File: config.mk
export PLATFORM = sky130hd
export DESIGN_NAME = ycc420_csc
export DESIGN_NICKNAME = d
export VERILOG_FILES = /design/src/rtl/ycc420_pkg.sv /design/src/rtl/ycc420_csc.sv
export SDC_FILE = /design/constraint.sdc
export NUM_CORES = 1
export LEC_CHECK = 0
export BUFFER_PORTS_ARGS = -buffer_cell sky130_fd_sc_hd__buf_4
export CORE_MARGIN = 5
export CORE_UTILIZATION = 45
export DETAILED_ROUTE_END_ITERATION = 16
export PLACE_DENSITY_LB_ADDON = 0.08
export SLEW_MARGIN = 20
export SYNTH_ARGS = -nofsm -noshare
export SYNTH_HDL_FRONTEND = slang
export SYNTH_SLANG_ARGS = --single-unit
File: constraint.sdc
create_clock -name i_clk -period 5.1 [get_ports i_clk]
set_input_delay 0.765 -clock i_clk [delete_from_list [all_inputs] [get_ports i_clk]]
set_output_delay 0.765 -clock i_clk [all_outputs]
set_load 0.05 [all_outputs]
File: src/rtl/ycc420_pkg.sv
// Shared constants and types for the RGB to YCbCr 4:2:0 downsampler.
package ycc420_pkg;

    localparam int PIX_W             = 8;    // width of one colour component
    localparam int WIDTH_W           = 13;   // width of the image_width register
    localparam int RESET_WIDTH       = 640;  // image_width after reset
    localparam int DEF_MAX_WIDTH     = 4096;
    localparam int DEF_FRACTION_BITS = 16;
    localparam int SUM_W             = PIX_W + 1;  // one pair sum of a chroma channel
    localparam int LINE_W            = 2 * SUM_W;  // Cr pair sum above Cb pair sum

    // Load enables for the two arithmetic stages of the colour converter
    typedef struct packed {
        logic prod_load;
        logic res_load;
    } t_stage_en;

    // Position of a pixel within its 2x2 block
    typedef struct packed {
        logic col_odd;   // odd column: closes a horizontal pair
        logic pair;      // pair lies inside the line store
        logic row_odd;   // odd row: closes the block
    } t_pos;

endpackage

File: src/rtl/ycc420_csc.sv
// Two-stage fixed-point RGB to full-range YCbCr colour converter.
module ycc420_csc import ycc420_pkg::*; #(
    parameter int FRACTION_BITS = DEF_FRACTION_BITS
) (
    input  logic             i_clk,
    input  t_stage_en        i_en,
    input  logic [PIX_W-1:0] i_red,
    input  logic [PIX_W-1:0] i_green,
    input  logic [PIX_W-1:0] i_blue,
    output logic [PIX_W-1:0] o_luma,
    output logic [PIX_W-1:0] o_cb,
    output logic [PIX_W-1:0] o_cr
);

    localparam int KW = FRACTION_BITS;          // every coefficient is below one
    localparam int PW = FRACTION_BITS + PIX_W;  // one product
    localparam int SW = FRACTION_BITS + 10;     // sum of three terms with headroom
    localparam int IW = SW - FRACTION_BITS;     // integer part of a sum

    localparam logic [KW-1:0] K_YR  = KW'(((64'd2990 << FRACTION_BITS) + 64'd5000) / 64'd10000);
    localparam logic [KW-1:0] K_YG  = KW'(((64'd5870 << FRACTION_BITS) + 64'd5000) / 64'd10000);
    localparam logic [KW-1:0] K_YB  = KW'(((64'd1140 << FRACTION_BITS) + 64'd5000) / 64'd10000);
    localparam logic [KW-1:0] K_CBR = KW'(((64'd1687 << FRACTION_BITS) + 64'd5000) / 64'd10000);
    localparam logic [KW-1:0] K_CBG = KW'(((64'd3313 << FRACTION_BITS) + 64'd5000) / 64'd10000);
    localparam logic [KW-1:0] K_HALF = KW'(((64'd5000 << FRACTION_BITS) + 64'd5000) / 64'd10000);
    localparam logic [KW-1:0] K_CRG = KW'(((64'd4187 << FRACTION_BITS) + 64'd5000) / 64'd10000);
    localparam logic [KW-1:0] K_CRB = KW'(((64'd813 << FRACTION_BITS) + 64'd5000) / 64'd10000);
    localparam logic [SW-1:0] OFFSET = SW'(128) << FRACTION_BITS;

    function automatic logic [PIX_W-1:0] f_sat(input logic [IW-1:0] v);
        return (v > IW'(255)) ? {PIX_W{1'b1}} : v[PIX_W-1:0];
    endfunction

    logic [PW-1:0] r_p_yr, r_p_yg, r_p_yb;
    logic [PW-1:0] r_p_cbr, r_p_cbg, r_p_cbb;
    logic [PW-1:0] r_p_crr, r_p_crg, r_p_crb;
    logic [PW-1:0] n_p_yr, n_p_yg, n_p_yb;
    logic [PW-1:0] n_p_cbr, n_p_cbg, n_p_cbb;
    logic [PW-1:0] n_p_crr, n_p_crg, n_p_crb;

    logic [SW-1:0] y_sum, cb_pos, cb_neg, cr_pos, cr_neg, cb_diff, cr_diff;
    logic [PIX_W-1:0] n_luma, n_cb, n_cr;
    logic [PIX_W-1:0] r_luma, r_cb, r_cr;

    // Stage one: constant products
    always_comb begin
        n_p_yr  = PW'(K_YR)   * PW'(i_red);
        n_p_yg  = PW'(K_YG)   * PW'(i_green);
        n_p_yb  = PW'(K_YB)   * PW'(i_blue);
        n_p_cbr = PW'(K_CBR)  * PW'(i_red);
        n_p_cbg = PW'(K_CBG)  * PW'(i_green);
        n_p_cbb = PW'(K_HALF) * PW'(i_blue);
        n_p_crr = PW'(K_HALF) * PW'(i_red);
        n_p_crg = PW'(K_CRG)  * PW'(i_green);
        n_p_crb = PW'(K_CRB)  * PW'(i_blue);
    end

    // Stage two: sum, floor and clamp each channel
    always_comb begin
        y_sum   = SW'(r_p_yr) + SW'(r_p_yg) + SW'(r_p_yb);
        cb_pos  = SW'(r_p_cbb) + OFFSET;
        cb_neg  = SW'(r_p_cbr) + SW'(r_p_cbg);
        cr_pos  = SW'(r_p_crr) + OFFSET;
        cr_neg  = SW'(r_p_crg) + SW'(r_p_crb);
        cb_diff = cb_pos - cb_neg;
        cr_diff = cr_pos - cr_neg;
        n_luma  = f_sat(y_sum[SW-1:FRACTION_BITS]);
        n_cb    = (cb_neg >= cb_pos) ? '0 : f_sat(cb_diff[SW-1:FRACTION_BITS]);
        n_cr    = (cr_neg >= cr_pos) ? '0 : f_sat(cr_diff[SW-1:FRACTION_BITS]);
    end

    always_ff @(posedge i_clk) begin
        if (i_en.prod_load) begin
            r_p_yr  <= n_p_yr;
            r_p_yg  <= n_p_yg;
            r_p_yb  <= n_p_yb;
            r_p_cbr <= n_p_cbr;
            r_p_cbg <= n_p_cbg;
            r_p_cbb <= n_p_cbb;
            r_p_crr <= n_p_crr;
            r_p_crg <= n_p_crg;
            r_p_crb <= n_p_crb;
        end
        if (i_en.res_load) begin
            r_luma <= n_luma;
            r_cb   <= n_cb;
            r_cr   <= n_cr;
        end
    end

    assign o_luma = r_luma;
    assign o_cb   = r_cb;
    assign o_cr   = r_cr;

endmodule

==> run summary, run 1 <==
Status: completed
Top_reg_cell synth: edfxtp_1
Die ar.: 46880 um2
Setup violators final: 0
Gr usage total: 20.48%
Final Instance Count excl. Fillers: 2461
Vias in the first global route: 13.82k
Initial core utilization: 45.65%
CTS tree: yes
Final Hold Slack: 0.5759 ns
CP dominant cell by count: a21oi_1
Skew final: 0.009010 ns
Clock Tree Buf Depth: 2
Fin crit share: 92.42%
First-pass GRT wire length: 74.76 mm
Worst R2R Start: r_p_crg[4]
Pwr Density: 657.3 nW/um2
Worst slew pin tran: 0.6300 ns
Most frequent cells in the layout: ha_1 (396), inv_1 (275), edfxtp_1 (168), fa_1 (148), a21oi_1 (96)
GRT overflow: 0
Final estimated routing congestion in global placement: 0.9359
Largest net degree at the start of global routing: 63
CP Max Fanout: 7
Via count: 13.30k
Wire length on met2: 20.91 mm
Layout cells sized above 1: 7.752%
Crit end category: flip-flop
Worst Setup SP: r_p_crg[4]
Post-Syn Area: 19190 um2
Initial DRC Count: 766
Unrepaired setup endpoints after global routing: false
Gate Count Post-Synth: 1811
#FFs+latches synth: 168
Inserted Diodes: 0
WHS Path Cells: 1
Number of synthesized flops with an enable pin: 168
Initial antenna violation count: 1
Avg Inst Size Synth: 10.60 um2
Core area: 42040 um2
Top layer in use: met4
Routed wl met3: 1.695 mm
Relative slew slack: 58.00%
R2r setup slk: 0.39 ns
Row count: 75
Dpl cells: 2428
Met1 WL: 22.66 mm
P&R area growth vs syn: 9.753%
Remaining antenna violation count after routing: 0
Peak VDD IR: 351.3 uV
H-tree depth: 4
Worst path depth: 21
Crit-path cells: ha_1 > inv_1 > fa_1 > nor2b_1 > o21a_1 > o2111ai_1 > a21boi_0 > o21ai_0 > a21oi_1 > nor2_1 > xor2_1 > ha_1 > and2_1 > or2_2 > a21oi_1 > o21ai_0 > a21oi_1 > o21bai_1 > o41ai_2 > nand2_2 > o31a_1
Cell family with most CP delay: compound AO/OA/AOI/OAI gates
Sequential fraction of the synthesis area: 26.29%
Total Wirelength: 46.80 mm
CTS Buf Count: 17
Distinct cells, synth: 70
Post-synth ARST share: 0%
Syn nets: 2382
# nets final: 2481
WP data arrival: 4.91 ns
Crit path max-delay cell type: edfxtp_1
Die X: 216.5 um
WL per Instance: 19.02 um
HP Class: in2reg
Clock root cell: clkbuf_16
Leak: 9.982 nW
RR Endpoint: o_cb[6]
Router iterations before antenna repair: 5
Maximum clock rate: 0.2122 GHz
Critical path type: reg2reg
Crit-path max cell delay: 0.46 ns
Reg2Reg Depth: 21
Worst Setup EP: o_cb[6]
Clock sinks: 168
Hold_buf cts: 0
Commonest non-fill, non-tap cell in the layout: ha_1
Residual DRC: 0
WP data required: 5.30 ns
IO buf count: 50
DR vias/cell: 5.403
Buf/Inv on CP: 1
Tmin final: 4.713 ns
Detail Placement HPWL: 39.48 mm
Final setup TNS: 0 ns
Startpoint types: flip-flop
Skew-Pair Late Insertion Delay: 0.45 ns
Yosys warns: 0
Final Max Slew Viols: 0
Clock transition at the registers of the reported paths: 0.07 ns
Die height: 216.5 um
Io pins: 51
Max-cap violations: 0
Final hold violation count: 0
Final Util: 50.10%
-- registers in the layout, summed over array words and instances, names as in the netlist --
signal / flops
r_p_cbg: 18
r_p_crr: 8
r_p_yr: 20
r_p_yb: 20
o_luma: 8
r_p_cbb: 6
r_p_crg: 19
o_cr: 8
o_cb: 8
r_p_yg: 19
r_p_cbr: 17
r_p_crb: 17
-- cell usage after synthesis, types with 3 or more instances --
library cell / n / area (um2)
a211o_1: 5 / 43.79
a211oi_1: 10 / 75.07
a21boi_0: 15 / 112.6
a21o_1: 32 / 240.2
a21oi_1: 97 / 485.5
a31o_2: 5 / 43.79
a31oi_1: 12 / 75.07
a41oi_1: 5 / 43.79
and2_1: 4 / 25.02
and3_1: 12 / 75.07
and4_1: 4 / 35.03
edfxtp_1: 168 / 5045
fa_1: 148 / 2963
ha_1: 396 / 4955
inv_1: 275 / 1032
mux2i_1: 3 / 30.03
nand2_1: 60 / 225.2
nand2b_1: 23 / 143.9
nand3_1: 28 / 140.1
nand3b_1: 4 / 30.03
nand4_1: 9 / 56.30
nor2_1: 96 / 360.4
nor2b_1: 21 / 131.4
nor3_1: 43 / 215.2
nor3b_1: 4 / 30.03
nor4_1: 4 / 25.02
o2111ai_1: 7 / 61.31
o211ai_1: 12 / 90.09
o21a_1: 20 / 150.1
o21ai_0: 62 / 310.3
o21ai_1: 4 / 20.02
o21bai_1: 10 / 75.07
o22ai_1: 3 / 18.77
o311ai_0: 4 / 35.03
o31a_1: 3 / 26.28
o31ai_1: 8 / 60.06
o41ai_1: 5 / 43.79
or2_2: 11 / 68.82
or3_1: 12 / 75.07
xnor2_1: 93 / 814.5
xor2_1: 38 / 332.8
-- logic make-up (layout without fill, tap and decap cells) --
| family | Yosys count | in the layout | synth area share (%) |
|---|---|---|---|
| xor+xnor | 131 | 131 | 5.978 |
| flops | 168 | 168 | 26.29 |
| buf+inv | 278 | 389 | 5.476 |
| fa+ha+maj | 544 | 544 | 41.25 |
| compound gates | 338 | 338 | 11.67 |
| simple gates | 349 | 349 | 9.179 |
| mux | 3 | 3 | 0.1565 |
-- worst reg2reg max path: cells and delay by family (launching register included) --
kind                       cells  cell delay [ns]
xor gates and xnor gates       1             0.24
and+or+nand+nor                5             0.85
buffers and inverters          1             0.06
adders and majority gates      3             0.93
AOI/OAI and AO/OA             11             1.91
DFF                            1             0.46
-- timing repair --
item / CTS / global route
setup endpoints to repair: 0 / 13
setup buffers: 0 / 2
gates resized for setup: 0 / 4
-- layer usage --
metal  track usage [%]  up-vias
li1                  -     6609
met1             28.70     6439
met2             32.50      196
met3             2.944       52
met4             7.526        0
met5                 0        -
-- worst min path at each step --
stage                        endpoint        from
final                     r_p_crr[20]    i_red[5]
after global routing      r_p_crr[20]    i_red[5]
after CTS                 r_p_crr[20]    i_red[5]
after detailed placement    o_luma[7]  r_p_yg[23]
after global placement      o_luma[7]  r_p_yg[23]
after floorplan             o_luma[7]  r_p_yg[23]
-- power breakdown --
part	leakage, nW	internal (mW)	total, mW	switching [mW]
Combinational	8.07	4.12	9.72	5.60
Sequential	1.64	2.50	2.83	0.330
Clock	0.271	0.722	1.30	0.579
Total	9.98	7.34	13.8	6.51
-- final cells by class --
type	count	area (um2)
well taps	539	674.4
multi-input cells	1365	13110
clock buffers	17	425.4
fillers	3852	20980
clock inverters	14	150.1
repair buffers	83	626.9
inverters	275	1032
flip-flops and latches	168	5045
-- through the flow --
| step | instance area [um2] | setup WS [ns] | power (mW) |
|---|---|---|---|
| after floorplan | 19190 | 0.3778 | 9.901 |
| after global placement | 20460 | 0.1422 | 12.46 |
| after detailed placement | 20460 | 0.04983 | 12.49 |
| after CTS | 21040 | 0.3595 | 13.92 |
| after global routing | 21060 | 0.01297 | 15.19 |
| final | 21060 | 0.3867 | 13.85 |
Power figures use the tool's default switching activity.
==> run 2, diff against run 1 <==
RECOVER_POWER = 100   (was not set)
==> run 2 against run 1 <==
  * The flow now finishes with violations (capacitance limit, slew limit)
  * Final cell count is the same
  * Sequential share of layout area grew 0.22 points
  * Hold slack gained 0.057 ns
  * Non-clock buffer count is the same
  * Utilization shrank 0.46 points
  * Largest cell class unchanged
  * Largest power group unchanged
==> run summary, run 2 (same netlist as run 1, synthesis figures left out) <==
Fin crit share: 94.28% (+1.9 points)
Unrepaired setup endpoints after global routing: false
Commonest non-fill, non-tap cell in the layout: ha_1
Leak: 9.809 nW (-1.7%)
Tmin final: 4.809 ns (+0.09521 ns)
Peak VDD IR: 352.3 uV (+0.27%)
Clock Tree Buf Depth: 2 (unchanged)
Pwr Density: 657.4 nW/um2 (about the same)
CTS Buf Count: 17 (unchanged)
Maximum clock rate: 0.2080 GHz (-2.0%)
Gr usage total: 20.48% (unchanged)
Worst slew pin tran: 3.444 ns (+2.814 ns)
Crit end category: flip-flop
Largest net degree at the start of global routing: 63 (unchanged)
Io pins: 51 (unchanged)
Die X: 216.5 um (unchanged)
HP Class: in2reg
Die ar.: 46880 um2 (unchanged)
Setup violators final: 0 (unchanged)
Max-cap violations: 2 (+2)
Final setup TNS: 0 ns (unchanged)
First-pass GRT wire length: 74.76 mm (unchanged)
Initial DRC Count: 726 (-5.2%)
Startpoint types: primary input
DR vias/cell: 5.418 (+0.28%)
Failing checks: capacitance limit, slew limit
Critical path type: in2reg
Filler instances: 3891 (+1.0%)
Relative slew slack: -129.6% (-190 points)
Final Max Slew Viols: 88 (+88)
WL per Instance: 19.01 um (about the same)
Vias in the first global route: 13.82k (unchanged)
Inserted Diodes: 0 (unchanged)
H-tree depth: 4 (unchanged)
P&R area growth vs syn: 8.749%
Initial core utilization: 45.65% (unchanged)
Clock transition at the registers of the reported paths: 0.07 ns (about the same)
Skew final: 0.009170 ns (+0.0001595 ns)
Final hold violation count: 0 (unchanged)
Via count: 13.33k (+0.28%)
Final Hold Slack: 0.6329 ns (+0.05693 ns)
Area of the multi-input gates: 13100 um2 (about the same)
GRT overflow: 0 (unchanged)
Reg area: 5045 um2 (unchanged)
Top layer in use: met4
CTS tree: yes
Router iterations before antenna repair: 4 (-1)
Final Util: 49.65% (-0.46 points)
Most frequent cells in the layout: ha_1 (396), inv_1 (275), edfxtp_1 (168), fa_1 (148), a21oi_1 (97)
Residual DRC: 0 (unchanged)
Hold_buf cts: 0 (unchanged)
Row count: 75 (unchanged)
Post-Place Cell Area: 20460 um2 (unchanged)
IO buf count: 50 (unchanged)
WP data arrival: 5.00 ns (+0.09 ns)
Fin area: 20870 um2 (-0.91%)
Die height: 216.5 um (unchanged)
Remaining antenna violation count after routing: 0 (unchanged)
Clock root cell: clkbuf_16
Total Wirelength: 46.77 mm (about the same)
Skew-Pair Late Insertion Delay: 0.45 ns (about the same)
WP data required: 5.29 ns (about the same)
Status: finished with violations
Clock sinks: 168 (unchanged)
Core area: 42040 um2 (unchanged)
CP Max Fanout: 7 (unchanged)
Detail Placement HPWL: 39.48 mm (unchanged)
Initial antenna violation count: 1 (unchanged)
Biggest regs: r_p_yb: 20 flops, r_p_yr: 20 flops
Layout cells sized above 1: 5.255% (-2.5 points)
# nets final: 2481 (unchanged)
Routed wl met3: 1.896 mm (+12%)
Final estimated routing congestion in global placement: 0.9359 (unchanged)
Met1 WL: 22.55 mm (-0.45%)
Wire length on met2: 20.77 mm (-0.66%)
## run 2: changes by cell type in the layout (fill, tap and decap cells not counted), sizes merged
cell / previous run / this run
clkbuf: 17 / 68
buf: 83 / 32
## run 2: through the flow
stage | setup WS [ns] | cells | power, mW
after floorplan | 0.3778 | 1811 | 9.901
after global placement | 0.1422 | 2428 | 12.46
after detailed placement | 0.04983 | 2428 | 12.49
after CTS | 0.3595 | 2459 | 13.92
after global routing | 0.01297 | 2461 | 15.07
final | 0.2915 | 2461 | 13.72
## run 2: report_power, final
part           switching (mW)  total [mW]  internal (mW)
logic                    5.59        9.59           4.01
clock network           0.578        1.30          0.722
registers               0.327        2.83           2.50
total                    6.49        13.7           7.23
## run 2: final cells by class
cell class              count  share of cell area (%)
inverters                 275                   4.946
clock buffers              17                   2.038
well taps                 539                   3.231
flip-flops and latches    168                   24.17
repair buffers             83                   2.134
clock inverters            14                  0.7194
multi-input cells        1365                   62.76
## run 2: worst paths after layout
check	from	endpoint	slack (ns)	cells past startpoint
setup / recovery	i_red[2]	r_p_yr[19]	0.29	17
hold / removal	i_red[4]	r_p_crr[19]	0.63	1
setup reg to reg	r_p_crg[4]	o_cb[6]	0.37	21
hold reg to reg	r_p_yg[23]	o_luma[6]	0.78	2
## run 2: critical path: stages
cell and delay [ns]:
clkbuf_1 0.41, ha_1 0.34, ha_1 0.34, ha_1 0.30, inv_1 0.05, fa_1 0.52, inv_1 0.05, ha_1 0.32
a21o_1 0.20, a211oi_1 0.28, nor2_1 0.11, o211ai_1 0.26, o22ai_1 0.16, o41a_1 0.35, a41oi_1 0.26, nor2b_1 0.20
xnor2_1 0.08
## run 2: routing by layer
metal | vias up | GRT usage [%]
met3 | 54 | 2.944
met4 | 0 | 7.526
met2 | 216 | 32.50
met5 | - | 0
li1 | 6608 | -
met1 | 6455 | 28.70
## run 2: repair_timing
| item | in CTS | in global routing |
|---|---|---|
| buffers inserted | 0 | 2 |
| gates resized for setup | 0 | 4 |
| endpoints found under the setup margin | 0 | 13 |
| hold endpoints to repair | 0 | 0 |
